**config.mk**
```make
export PLATFORM = sky130hd
export DESIGN_NAME = eight_digit_seven_segment_driver_flat
export DESIGN_NICKNAME = d
export VERILOG_FILES = /design/src/dsd_pkg.sv /design/src/dsd_in_if.sv /design/src/dsd_out_if.sv /design/src/dsd_cell.sv /design/src/dsd_ctrl.sv /design/src/eight_digit_seven_segment_driver.sv /design/src/flat_wrapper.sv
export SDC_FILE = /design/constraint.sdc
export NUM_CORES = 1
export LEC_CHECK = 0
export BUFFER_PORTS_ARGS = -buffer_cell sky130_fd_sc_hd__buf_2
export CORE_UTILIZATION = 55
export CTS_CLUSTER_DIAMETER = 50
export DETAILED_ROUTE_END_ITERATION = 8
export PLACE_DENSITY = 0.84
export SKIP_CTS_REPAIR_TIMING = 1
export SLEW_MARGIN = 10
export SYNTH_ARGS = -nofsm -noshare
export SYNTH_HDL_FRONTEND = slang
export SYNTH_SLANG_ARGS = --single-unit
```
**constraint.sdc**
```tcl
create_clock -name clk -period 2.48 [get_ports clk]
set_input_delay 0.124 -clock clk [delete_from_list [all_inputs] [get_ports clk]]
set_output_delay 0.124 -clock clk [all_outputs]
set_load 0.03 [all_outputs]
```
**src/dsd_pkg.sv**
```systemverilog
`timescale 1ns / 1ps

package dsd_pkg;

  // Display geometry and field widths
  localparam int DIGITS = 8;
  localparam int BIN_W  = 27;
  localparam int SEG_W  = 7;
  localparam int BCD_W  = 4;
  localparam int DSEL_W = 3;
  localparam int SCAN_W = (DIGITS > 1) ? $clog2(DIGITS) : 1;
  localparam int CNT_W  = $clog2(BIN_W);

  // Operation codes of an input word
  localparam logic OP_LOAD = 1'b0;
  localparam logic OP_TICK = 1'b1;

  typedef enum logic [1:0] {
    ST_IDLE,
    ST_CONV,
    ST_DONE
  } state_t;

  // Control handed from the sequencer to the digit cells
  typedef struct packed {
    logic clear;
    logic shift;
    logic serial;
    logic done;
    logic busy;
  } cell_ctl_t;

  // Decimal digit to segment pattern, bit0 = a through bit6 = g
  function automatic logic [SEG_W-1:0] seg_code(input logic [BCD_W-1:0] d);
    logic [SEG_W-1:0] s;
    unique case (d)
      4'd0:    s = 7'h3F;
      4'd1:    s = 7'h06;
      4'd2:    s = 7'h5B;
      4'd3:    s = 7'h4F;
      4'd4:    s = 7'h66;
      4'd5:    s = 7'h6D;
      4'd6:    s = 7'h7D;
      4'd7:    s = 7'h07;
      4'd8:    s = 7'h7F;
      4'd9:    s = 7'h6F;
      default: s = 7'h00;
    endcase
    return s;
  endfunction

endpackage

```
**src/dsd_in_if.sv**
```systemverilog
`timescale 1ns / 1ps

interface dsd_in_if;
  logic                      valid;
  logic                      ready;
  logic                      op;
  logic [dsd_pkg::BIN_W-1:0] number;

  modport source (output valid, output op, output number, input ready);
  modport sink   (input valid, input op, input number, output ready);
endinterface

```
**src/dsd_out_if.sv**
```systemverilog
`timescale 1ns / 1ps

interface dsd_out_if;
  logic                       valid;
  logic                       ready;
  logic [dsd_pkg::DSEL_W-1:0] digit_select;
  logic [dsd_pkg::SEG_W-1:0]  segments;
  logic                       overflow;

  modport source (output valid, output digit_select, output segments, output overflow,
                  input ready);
  modport sink   (input valid, input digit_select, input segments, input overflow,
                  output ready);
endinterface

```
**src/dsd_cell.sv**
```systemverilog
`timescale 1ns / 1ps

module dsd_cell (
  input  logic                        clk,
  input  dsd_pkg::cell_ctl_t          ctl,
  input  logic                        shift_in,
  input  logic                        lead_in,
  input  logic                        force_show,
  output logic                        carry_out,
  output logic                        lead_out,
  output logic [dsd_pkg::SEG_W-1:0]   pattern
);

  logic [dsd_pkg::BCD_W-1:0] digit_r;
  logic [dsd_pkg::BCD_W-1:0] adj;
  logic                      zero;

  // Add three to digits of five and up before the shift
  assign adj       = (digit_r >= 4'd5) ? digit_r + 4'd3 : digit_r;
  assign carry_out = adj[dsd_pkg::BCD_W-1];

  // Clear on load, shift one bit in per conversion step
  always_ff @(posedge clk) begin
    if (ctl.clear) begin
      digit_r <= '0;
    end else if (ctl.shift) begin
      digit_r <= {adj[dsd_pkg::BCD_W-2:0], shift_in};
    end
  end

  // Blank while every digit to the left, and this one, is zero, unless forced to show
  assign zero     = (digit_r == '0);
  assign lead_out = lead_in & zero;
  assign pattern  = (lead_in && zero && !force_show) ? '0 : dsd_pkg::seg_code(digit_r);

endmodule

```
**src/dsd_ctrl.sv**
```systemverilog
`timescale 1ns / 1ps

module dsd_ctrl (
  input  logic                      clk,
  input  logic                      rst_n,
  input  logic                      start,
  input  logic [dsd_pkg::BIN_W-1:0] number,
  output dsd_pkg::cell_ctl_t        ctl
);

  dsd_pkg::state_t             state_r;
  dsd_pkg::state_t             state_nxt;
  logic [dsd_pkg::CNT_W-1:0]   cnt_r;
  logic [dsd_pkg::BIN_W-1:0]   bin_r;

  // Next state
  always_comb begin
    state_nxt = state_r;
    unique case (state_r)
      dsd_pkg::ST_IDLE: if (start) state_nxt = dsd_pkg::ST_CONV;
      dsd_pkg::ST_CONV: if (cnt_r == '0) state_nxt = dsd_pkg::ST_DONE;
      dsd_pkg::ST_DONE: state_nxt = dsd_pkg::ST_IDLE;
      default:          state_nxt = dsd_pkg::ST_IDLE;
    endcase
  end

  always_ff @(posedge clk) begin
    if (!rst_n) begin
      state_r <= dsd_pkg::ST_IDLE;
    end else begin
      state_r <= state_nxt;
    end
  end

  // Hold the binary word and step count; shift MSB first
  always_ff @(posedge clk) begin
    if (start) begin
      bin_r <= number;
      cnt_r <= dsd_pkg::CNT_W'(dsd_pkg::BIN_W - 1);
    end else if (state_r == dsd_pkg::ST_CONV) begin
      bin_r <= {bin_r[dsd_pkg::BIN_W-2:0], 1'b0};
      cnt_r <= cnt_r - 1'b1;
    end
  end

  // Outputs to the cell row
  always_comb begin
    ctl.clear  = start;
    ctl.shift  = (state_r == dsd_pkg::ST_CONV);
    ctl.serial = bin_r[dsd_pkg::BIN_W-1];
    ctl.done   = (state_r == dsd_pkg::ST_DONE);
    ctl.busy   = (state_r != dsd_pkg::ST_IDLE);
  end

endmodule

```
**src/eight_digit_seven_segment_driver.sv**
```systemverilog
`timescale 1ns / 1ps

// Eight-digit multiplexed seven-segment display driver.
// Input channel (in_ch): op selects a load of number (binary) or a refresh
// tick. Result channel (out_ch): one word per input word, giving the digit
// position at the scan pointer, its segment pattern and the overflow flag.
// A tick word returns its result in the cycle after acceptance and then moves
// the scan pointer on, wrapping after the rightmost digit.
// A load word runs a shift-and-add-three conversion through a row of eight
// BCD digit cells, one input bit per cycle for all 27 bits, MSB first; then a
// done state captures the result in the output register, and no new word is
// taken until that state is over. Ticks can follow each other as results are read.
// Leading zeros are blanked; numbers of nine digits set overflow and show
// their low eight digits.
// Reset clears scan pointer, overflow and loaded mark; shown patterns go blank.
// The result sits in an output register; while the receiver stalls it is
// held, and a new word is taken only once that register is free or is
// being read in the same cycle.
module eight_digit_seven_segment_driver (
  input  logic        clk,
  input  logic        rst_n,
  dsd_in_if.sink      in_ch,
  dsd_out_if.source   out_ch
);

  dsd_pkg::cell_ctl_t              ctl;
  logic                            in_acc;
  logic                            start;
  logic                            tick;
  logic [dsd_pkg::DIGITS-1:0]      carry;
  logic [dsd_pkg::DIGITS-1:0]      lead;
  logic [dsd_pkg::SEG_W-1:0]       pat [dsd_pkg::DIGITS];
  logic [dsd_pkg::SEG_W-1:0]       shown_pat;
  logic [dsd_pkg::SCAN_W-1:0]      scan_r;
  logic [dsd_pkg::SCAN_W-1:0]      scan_nxt;
  logic                            loaded_r;
  logic                            ovf_r;
  logic                            out_valid_r;
  logic [dsd_pkg::DSEL_W-1:0]      dsel_r;
  logic [dsd_pkg::SEG_W-1:0]       seg_r;
  logic                            oflag_r;

  // Input handshake
  assign in_ch.ready = !ctl.busy && (!out_valid_r || out_ch.ready);
  assign in_acc      = in_ch.valid && in_ch.ready;
  assign start       = in_acc && (in_ch.op == dsd_pkg::OP_LOAD);
  assign tick        = in_acc && (in_ch.op == dsd_pkg::OP_TICK);

  dsd_ctrl u_ctrl (
    .clk    (clk),
    .rst_n  (rst_n),
    .start  (start),
    .number (in_ch.number),
    .ctl    (ctl)
  );

  // Row of digit cells, least significant digit at the right end
  for (genvar k = 0; k < dsd_pkg::DIGITS; k++) begin : g_cell
    logic shift_in;
    logic lead_in;
    if (k == dsd_pkg::DIGITS - 1) begin : g_low
      assign shift_in = ctl.serial;
    end else begin : g_mid
      assign shift_in = carry[k+1];
    end
    if (k == 0) begin : g_left
      assign lead_in = 1'b1;
    end else begin : g_rest
      assign lead_in = lead[k-1];
    end
    dsd_cell u_cell (
      .clk        (clk),
      .ctl        (ctl),
      .shift_in   (shift_in),
      .lead_in    (lead_in),
      .force_show (k == dsd_pkg::DIGITS - 1),
      .carry_out  (carry[k]),
      .lead_out   (lead[k]),
      .pattern    (pat[k])
    );
  end

  // Pattern at the scan pointer, blank until the first load
  assign shown_pat = loaded_r ? pat[scan_r] : '0;
  assign scan_nxt  = (scan_r == dsd_pkg::SCAN_W'(dsd_pkg::DIGITS - 1)) ? '0 : scan_r + 1'b1;

  // Scan pointer, loaded mark and sticky overflow from the leftmost cell
  always_ff @(posedge clk) begin
    if (!rst_n) begin
      scan_r   <= '0;
      loaded_r <= 1'b0;
      ovf_r    <= 1'b0;
    end else begin
      if (tick) begin
        scan_r <= scan_nxt;
      end
      if (start) begin
        loaded_r <= 1'b1;
        ovf_r    <= 1'b0;
      end else if (ctl.shift) begin
        ovf_r <= ovf_r | carry[0];
      end
    end
  end

  // Output word register
  always_ff @(posedge clk) begin
    if (!rst_n) begin
      out_valid_r <= 1'b0;
    end else if (tick || ctl.done) begin
      out_valid_r <= 1'b1;
    end else if (out_ch.ready) begin
      out_valid_r <= 1'b0;
    end
  end

  always_ff @(posedge clk) begin
    if (tick || ctl.done) begin
      dsel_r  <= dsd_pkg::DSEL_W'(scan_r);
      seg_r   <= shown_pat;
      oflag_r <= ovf_r;
    end
  end

  assign out_ch.valid        = out_valid_r;
  assign out_ch.digit_select = dsel_r;
  assign out_ch.segments     = seg_r;
  assign out_ch.overflow     = oflag_r;

endmodule
```
**src/flat_wrapper.sv**
```systemverilog
// flat-port wrapper written by rule: the top's interface ports become plain ports
module eight_digit_seven_segment_driver_flat 
  (clk, rst_n, in_ch_valid, in_ch_op, in_ch_number, in_ch_ready, out_ch_valid, out_ch_digit_select, out_ch_segments, out_ch_overflow, out_ch_ready);
  dsd_in_if in_ch_i ();
  dsd_out_if out_ch_i ();
  input  logic clk;
  input  logic rst_n;
  input wire logic [$bits(in_ch_i.valid)-1:0] in_ch_valid;
  input wire logic [$bits(in_ch_i.op)-1:0] in_ch_op;
  input wire logic [$bits(in_ch_i.number)-1:0] in_ch_number;
  output wire logic [$bits(in_ch_i.ready)-1:0] in_ch_ready;
  output wire logic [$bits(out_ch_i.valid)-1:0] out_ch_valid;
  output wire logic [$bits(out_ch_i.digit_select)-1:0] out_ch_digit_select;
  output wire logic [$bits(out_ch_i.segments)-1:0] out_ch_segments;
  output wire logic [$bits(out_ch_i.overflow)-1:0] out_ch_overflow;
  input wire logic [$bits(out_ch_i.ready)-1:0] out_ch_ready;
  assign in_ch_i.valid = in_ch_valid;
  assign in_ch_i.op = in_ch_op;
  assign in_ch_i.number = in_ch_number;
  assign in_ch_ready = in_ch_i.ready;
  assign out_ch_valid = out_ch_i.valid;
  assign out_ch_digit_select = out_ch_i.digit_select;
  assign out_ch_segments = out_ch_i.segments;
  assign out_ch_overflow = out_ch_i.overflow;
  assign out_ch_i.ready = out_ch_ready;
  eight_digit_seven_segment_driver u_core (.clk(clk), .rst_n(rst_n), .in_ch(in_ch_i), .out_ch(out_ch_i));
endmodule
```
== After elaboration in Yosys (flattened, before gate mapping) ==
Memories as Yosys holds them, arrays and structs flattened. A register that Yosys moved wholly into a read port is not among the register bits.
Index checks and enable logic that the tools add are counted.

* ROM bits: 896
* Memories: 8
* Register bits after elaboration: 83
* Word-level logic and storage cells: 129

{| class="wikitable"
|+ Memories
! name !! words !! bits a word !! rd ports !! clocked after Yosys merged registers in !! write ports !! line !! source
|-
| (name not given) || 16 || 7 || 1 || 1 || 0 || dsd_pkg.sv:36 || <nowiki>unique case (d)</nowiki>
|-
| (name not given) || 16 || 7 || 1 || 1 || 0 || dsd_pkg.sv:36 ||
|-
| (name not given) || 16 || 7 || 1 || 1 || 0 || dsd_pkg.sv:36 ||
|-
| (name not given) || 16 || 7 || 1 || 1 || 0 || dsd_pkg.sv:36 ||
|-
| (name not given) || 16 || 7 || 1 || 1 || 0 || dsd_pkg.sv:36 ||
|-
| (name not given) || 16 || 7 || 1 || 1 || 0 || dsd_pkg.sv:36 ||
|-
| 2 more memories || n/a || n/a || n/a || n/a || n/a || n/a ||
|}

* Add/subtract/negate cells: 10
* Eq/ne operators: 5
* $lt $le $gt $ge: 9
* Reduce and logical (&&, ||, !) cells: 28
* Bitwise gates (word level): 9
* Multiplexer cells: 42

{| class="wikitable"
|+ Operators with widths
! cell !! number
|-
| 2-to-1 mux 4 bit || 24
|-
| 2-to-1 mux 7 bit || 9
|-
| 2-to-1 mux 27 bit || 2
|-
| adder 4 x 2 -> 4 bit (second input constant) || 8
|-
| >= comparator 4 x 3 -> 1 bit (second input constant) || 8
|-
| logical NOT 4 bit || 7
|-
| binary-select mux 7 bit (select 3 bit) || 1
|-
| logical AND 1 bit || 10
|-
| nonzero test 2 bit || 3
|-
| AND 1 bit || 5
|-
| logical NOT 5 bit || 1
|-
| subtractor 5 x 1 -> 5 bit (second input constant) || 1
|-
| >= comparator 4 bit (second input constant) || 1
|-
| 2-to-1 mux 2 bit || 2
|-
| NOT 3 -> 4 bit || 1
|-
| case mux 2 bit (2 select lines) || 1
|-
| adder 3 x 1 -> 3 bit (second input constant) || 1
|-
| == test 3 bit (second input constant) || 1
|-
| 2-to-1 mux 3 bit || 1
|-
| == test 2 x 1 -> 1 bit (second input constant) || 1
|-
| == test 2 bit (second input constant) || 1
|-
| logical NOT 1 bit || 2
|-
| logical NOT 2 bit || 1
|-
| logical OR 1 bit || 2
|-
| 7 further kinds || 9
|}

== Logic depth before layout (Yosys ltp) ==
* Word-level depth: 11
* Depth in mapped cells: 12
* Gate-level depth less buffers: 12

== Cells and area by module ==
From an unflattened synthesis, not the netlist that was laid out.

* Cells, all modules: 868
* Area total of the unflattened synthesis: 8682.1 µm²

{| class="wikitable"
|+ By module, submodules not included
! module !! instances !! seq. area each (µm²) !! cells each !! area an instance (µm²)
|-
| dsd_cell (u_core.g_cell[3].u_cell ...) || 5 || 220.2 || 87 || 760.7
|-
| dsd_cell (u_core.g_cell[1].u_cell ...) || 2 || 220.2 || 86 || 758.2
|-
| dsd_ctrl || 1 || 950.9 || 95 || 1468.9
|-
| eight_digit_seven_segment_driver || 1 || 450.4 || 78 || 1102.3
|-
| dsd_cell (u_core.g_cell[0].u_cell) || 1 || 220.2 || 88 || 790.8
|}

== Worst setup path before layout ==
OpenSTA, ideal clock, no wires.

* Path type: register to register
* Start: register u_core.out_valid_r (netlist: u_core.out_ch.valid)
* End: register with a tool-made name
* Data required time: 2.404 ns
* Path buffers: 0
* Setup slack: -0.213 ns
* Data arrival time: 2.617 ns
* Stages on the path, launching flop included: 11
* Path through: dfxtp_1 nor2b_1 o31a_1 inv_1 o32ai_1 inv_1 ha_1 inv_1 a211oi_1 a31oi_1 o22ai_1

{| class="wikitable"
|+ RTL lines
! what !! line !! source
|-
| start: declaration || eight_digit_seven_segment_driver.sv:38 || <nowiki>logic out_valid_r;</nowiki>
|-
| start signal: assignment || eight_digit_seven_segment_driver.sv:109 || <nowiki>out_valid_r <= 1'b0;</nowiki>
|-
| start signal: assignment || eight_digit_seven_segment_driver.sv:111 || <nowiki>out_valid_r <= 1'b1;</nowiki>
|-
| start signal: assignment || eight_digit_seven_segment_driver.sv:113 || <nowiki>out_valid_r <= 1'b0;</nowiki>
|}

==> metrics.md <==
| Metric | Value |
|---|---|
| Netlist Area Pre-Place | 7630 µm² |
| Area grow syn2layout | 18.6% |
| Fin. max-slew vios | 0 |
| Core Area | 13400 µm² |
| Async SR Flop Fraction | 0% |
| Skew-Pair Late Insertion Delay | 0.42 ns |
| GR Overflow Total | 0 |
| Hold Vio Cnt, Final | 0 |
| Worst EP required | 2.82 ns |
| Final setup violation count | 0 |
| Worst-path clk slew | 0.06 ns |
| Yosys cell types | 47 |
| Sw Share | 34.5% |
| Register area share after synthesis | 41.4% |
| Final wirelength | 18700 µm |
| Initial Utilization | 57.0% |
| Setup ws final | 0.0117 ns |
| Combinational power share | 31.4% |
| Seq pwr share | 38.6% |
| Worst-path fanout max | 5 |
| Worst-margin pin slew | 0.628 ns |
| Critical path arrival | 2.81 ns |
| DRT iter0 DRCs | 572 |
| Final period util | 99.5% |
| Tmin final | 2.47 ns |
| Port Buffers | 44 |
| Clock skew | 0.00828 ns |
| Max Cap Violations | 0 |
| I/O pin total | 45 |
| Routed via count | 6614 |
| HP Class | in -> reg |
| DPL Wire Length | 12100 µm |
| Top post-synthesis cells by area | dfxtp_1, edfxtp_1, ha_1 |
| H-tree levels | 4 |
| Vias in the first global route | 6027 |
| Clock buffer depth | 2 |
| Internal | 5.42 mW |
| Synth top area share | 26.5% |
| Cts bufs inserted | 17 |
| Antenna cells | 0 |
| Static leakage | 3.93 nW |
| Cell taking the most area after synthesis | dfxtp_1 |
| Number of clock sinks | 139 |
| Slew headroom | 57.7% |
| Synthesized instance count | 846 |
| Pwr/cell area | 914 nW/µm² |
| VDD IR-drop max | 0.520 mV |
| Average size of a mapped cell | 9.02 µm² |
| Critical path launch point type | register |
| Routed len/inst | 16.9 µm |
| Vias/cell | 5.97 |
| Switch Pwr | 2.86 mW |
| Pre-CTS WS | 0.0367 ns |
| Placer Congestion | 0.886 |
| Syn. warnings | 0 |
| Syn nets | 952 |
| DR pass1 iterations | 7 |
| Most instantiated cells after synthesis | nand2_1, dfxtp_1, ha_1, inv_1, o21ai_0 |
| Most used DFF post-synth | dfxtp_1 |
| Post-route ant nets | 0 |
| Clock power share | 30.0% |
| DR DRC count | 0 |
| F_max | 405 MHz |
| Post-synth EDFFs | 38 |
| Gr usage total | 25.4% |
| Layout cells sized above 1 | 14.8% |
| Fin nets | 1025 |
| CTS tree | built |
| Fin Setup TNS | 0 ns |
| Number of register bits inferred by synthesis | 139 |
| Initial antenna violation count | 0 |
| Root buffer cell | clkbuf_16 |
| First-pass GRT wire length | 28700 µm |
| Largest net degree at the start of global routing | 48 |
| Status | finished, final reports clean |
| Crit end category | register |
| Die height | 120 µm |
| Most frequent cell after synthesis | nand2_1 |
| Die Wd | 120 µm |
| Die area | 14400 µm² |
| CP Class | reg -> reg |
| # rows | 42 |
==> power groups by stage <==
stage / logic, mW / registers, mW / clock network, mW
after floorplan: 1.88 / 3.09 / 0
after global placement: 2.38 / 3.20 / 0
after detailed placement: 2.45 / 3.21 / 0
after CTS: 2.49 / 3.17 / 2.51
after global routing: 2.90 / 3.24 / 2.60
final: 2.60 / 3.19 / 2.49
==> path summary, 6_finish.rpt <==
check,startpoint,depth (start not counted),slack (ns),endpoint
worst max register to register,u_core.g_cell[3].u_cell.digit_r[1]$_SDFFE_PN0P_,12,0.01,register
worst min-delay path,in_ch_number[17],3,0.002,u_core.u_ctrl.bin_r[17]$_DFFE_PP_
worst min register to register,u_core.ovf_r$_SDFFE_PP0P_,0,0.45,u_core.out_ch.overflow$_DFFE_PP_
worst max-delay path,u_core.g_cell[3].u_cell.digit_r[1]$_SDFFE_PN0P_,12,0.01,register
==> cells in the final DEF (no fill, tap or decap), types with 10 or more instances in the layout <==
cell type | synthesis | final
nand2_1 | 126 | 126
dfxtp_1 | 101 | 92
ha_1 | 74 | 73
inv_1 | 68 | 62
o21ai_0 | 53 | 47
buf_2 | 10 | 44
nor2_1 | 39 | 39
edfxtp_1 | 38 | 38
o22ai_1 | 32 | 32
dlygate4sd3_1 | 0 | 25
buf_4 | 0 | 24
a31oi_1 | 22 | 22
a211oi_1 | 24 | 22
a21o_1 | 18 | 18
clkbuf_16 | 0 | 18
mux2i_1 | 18 | 17
a21oi_1 | 17 | 17
a211o_1 | 14 | 14
and2_1 | 14 | 14
nand3_1 | 15 | 14
a221oi_1 | 14 | 14
nand2b_1 | 12 | 12
nor3_1 | 11 | 10
and3_1 | 10 | 10
nor3b_1 | 13 | 10
==> cells by family (layout without fill, tap and decap cells) <==
family / after synthesis / count (layout) / synth area share, %
xor+xnor: 4 / 4 / 0.459
buf+inv: 110 / 196 / 5.77
mux: 18 / 18 / 2.36
fa+ha+maj: 74 / 74 / 12.1
flops: 139 / 139 / 41.4
simple gates: 260 / 260 / 15.9
compound gates: 241 / 241 / 22.0
==> layout make-up <==
type / instances / area, µm²
inverters: 68 / 259
clock inverters: 12 / 109
fillers: 995 / 4340
well taps: 176 / 220
multi-input cells: 597 / 4110
repair buffers: 96 / 711
flip-flops and latches: 139 / 3170
clock buffers: 20 / 478
==> worst max-delay path: stages, from the launching register on <==
cell,delay (ns)
dfxtp_2,0.38
inv_1,0.10
ha_1,0.20
nand2b_1,0.23
nor3b_1,0.18
o21ai_0,0.26
nand2_1,0.17
inv_2,0.12
ha_1,0.19
inv_1,0.05
a211oi_1,0.25
a31oi_1,0.09
o22ai_1,0.15
==> stage by stage <==
stage	cell area [µm²]	power [mW]	util, %	cells	hold WS (ns)
after floorplan	7660	4.97	-	846	0.238
after global placement	8170	5.58	61.0	1051	0.383
after detailed placement	8170	5.66	61.0	1051	0.387
after CTS	8760	8.17	65.3	1083	-0.0553
after global routing	9060	8.75	67.6	1108	0.0150
final	9060	8.28	67.6	1108	0.00158
==> layer usage <==
| layer | vias to the layer above | share of wire, % | track usage, % |
|---|---|---|---|
| met5 | - | 0 | 0 |
| met4 | 0 | 2.5 | 9.77 |
| met3 | 40 | 5.9 | 4.85 |
| met2 | 230 | 49 | 41.3 |
| met1 | 3161 | 43 | 33.4 |
| li1 | 3183 | - | - |
Power figures use the tool's default switching activity.
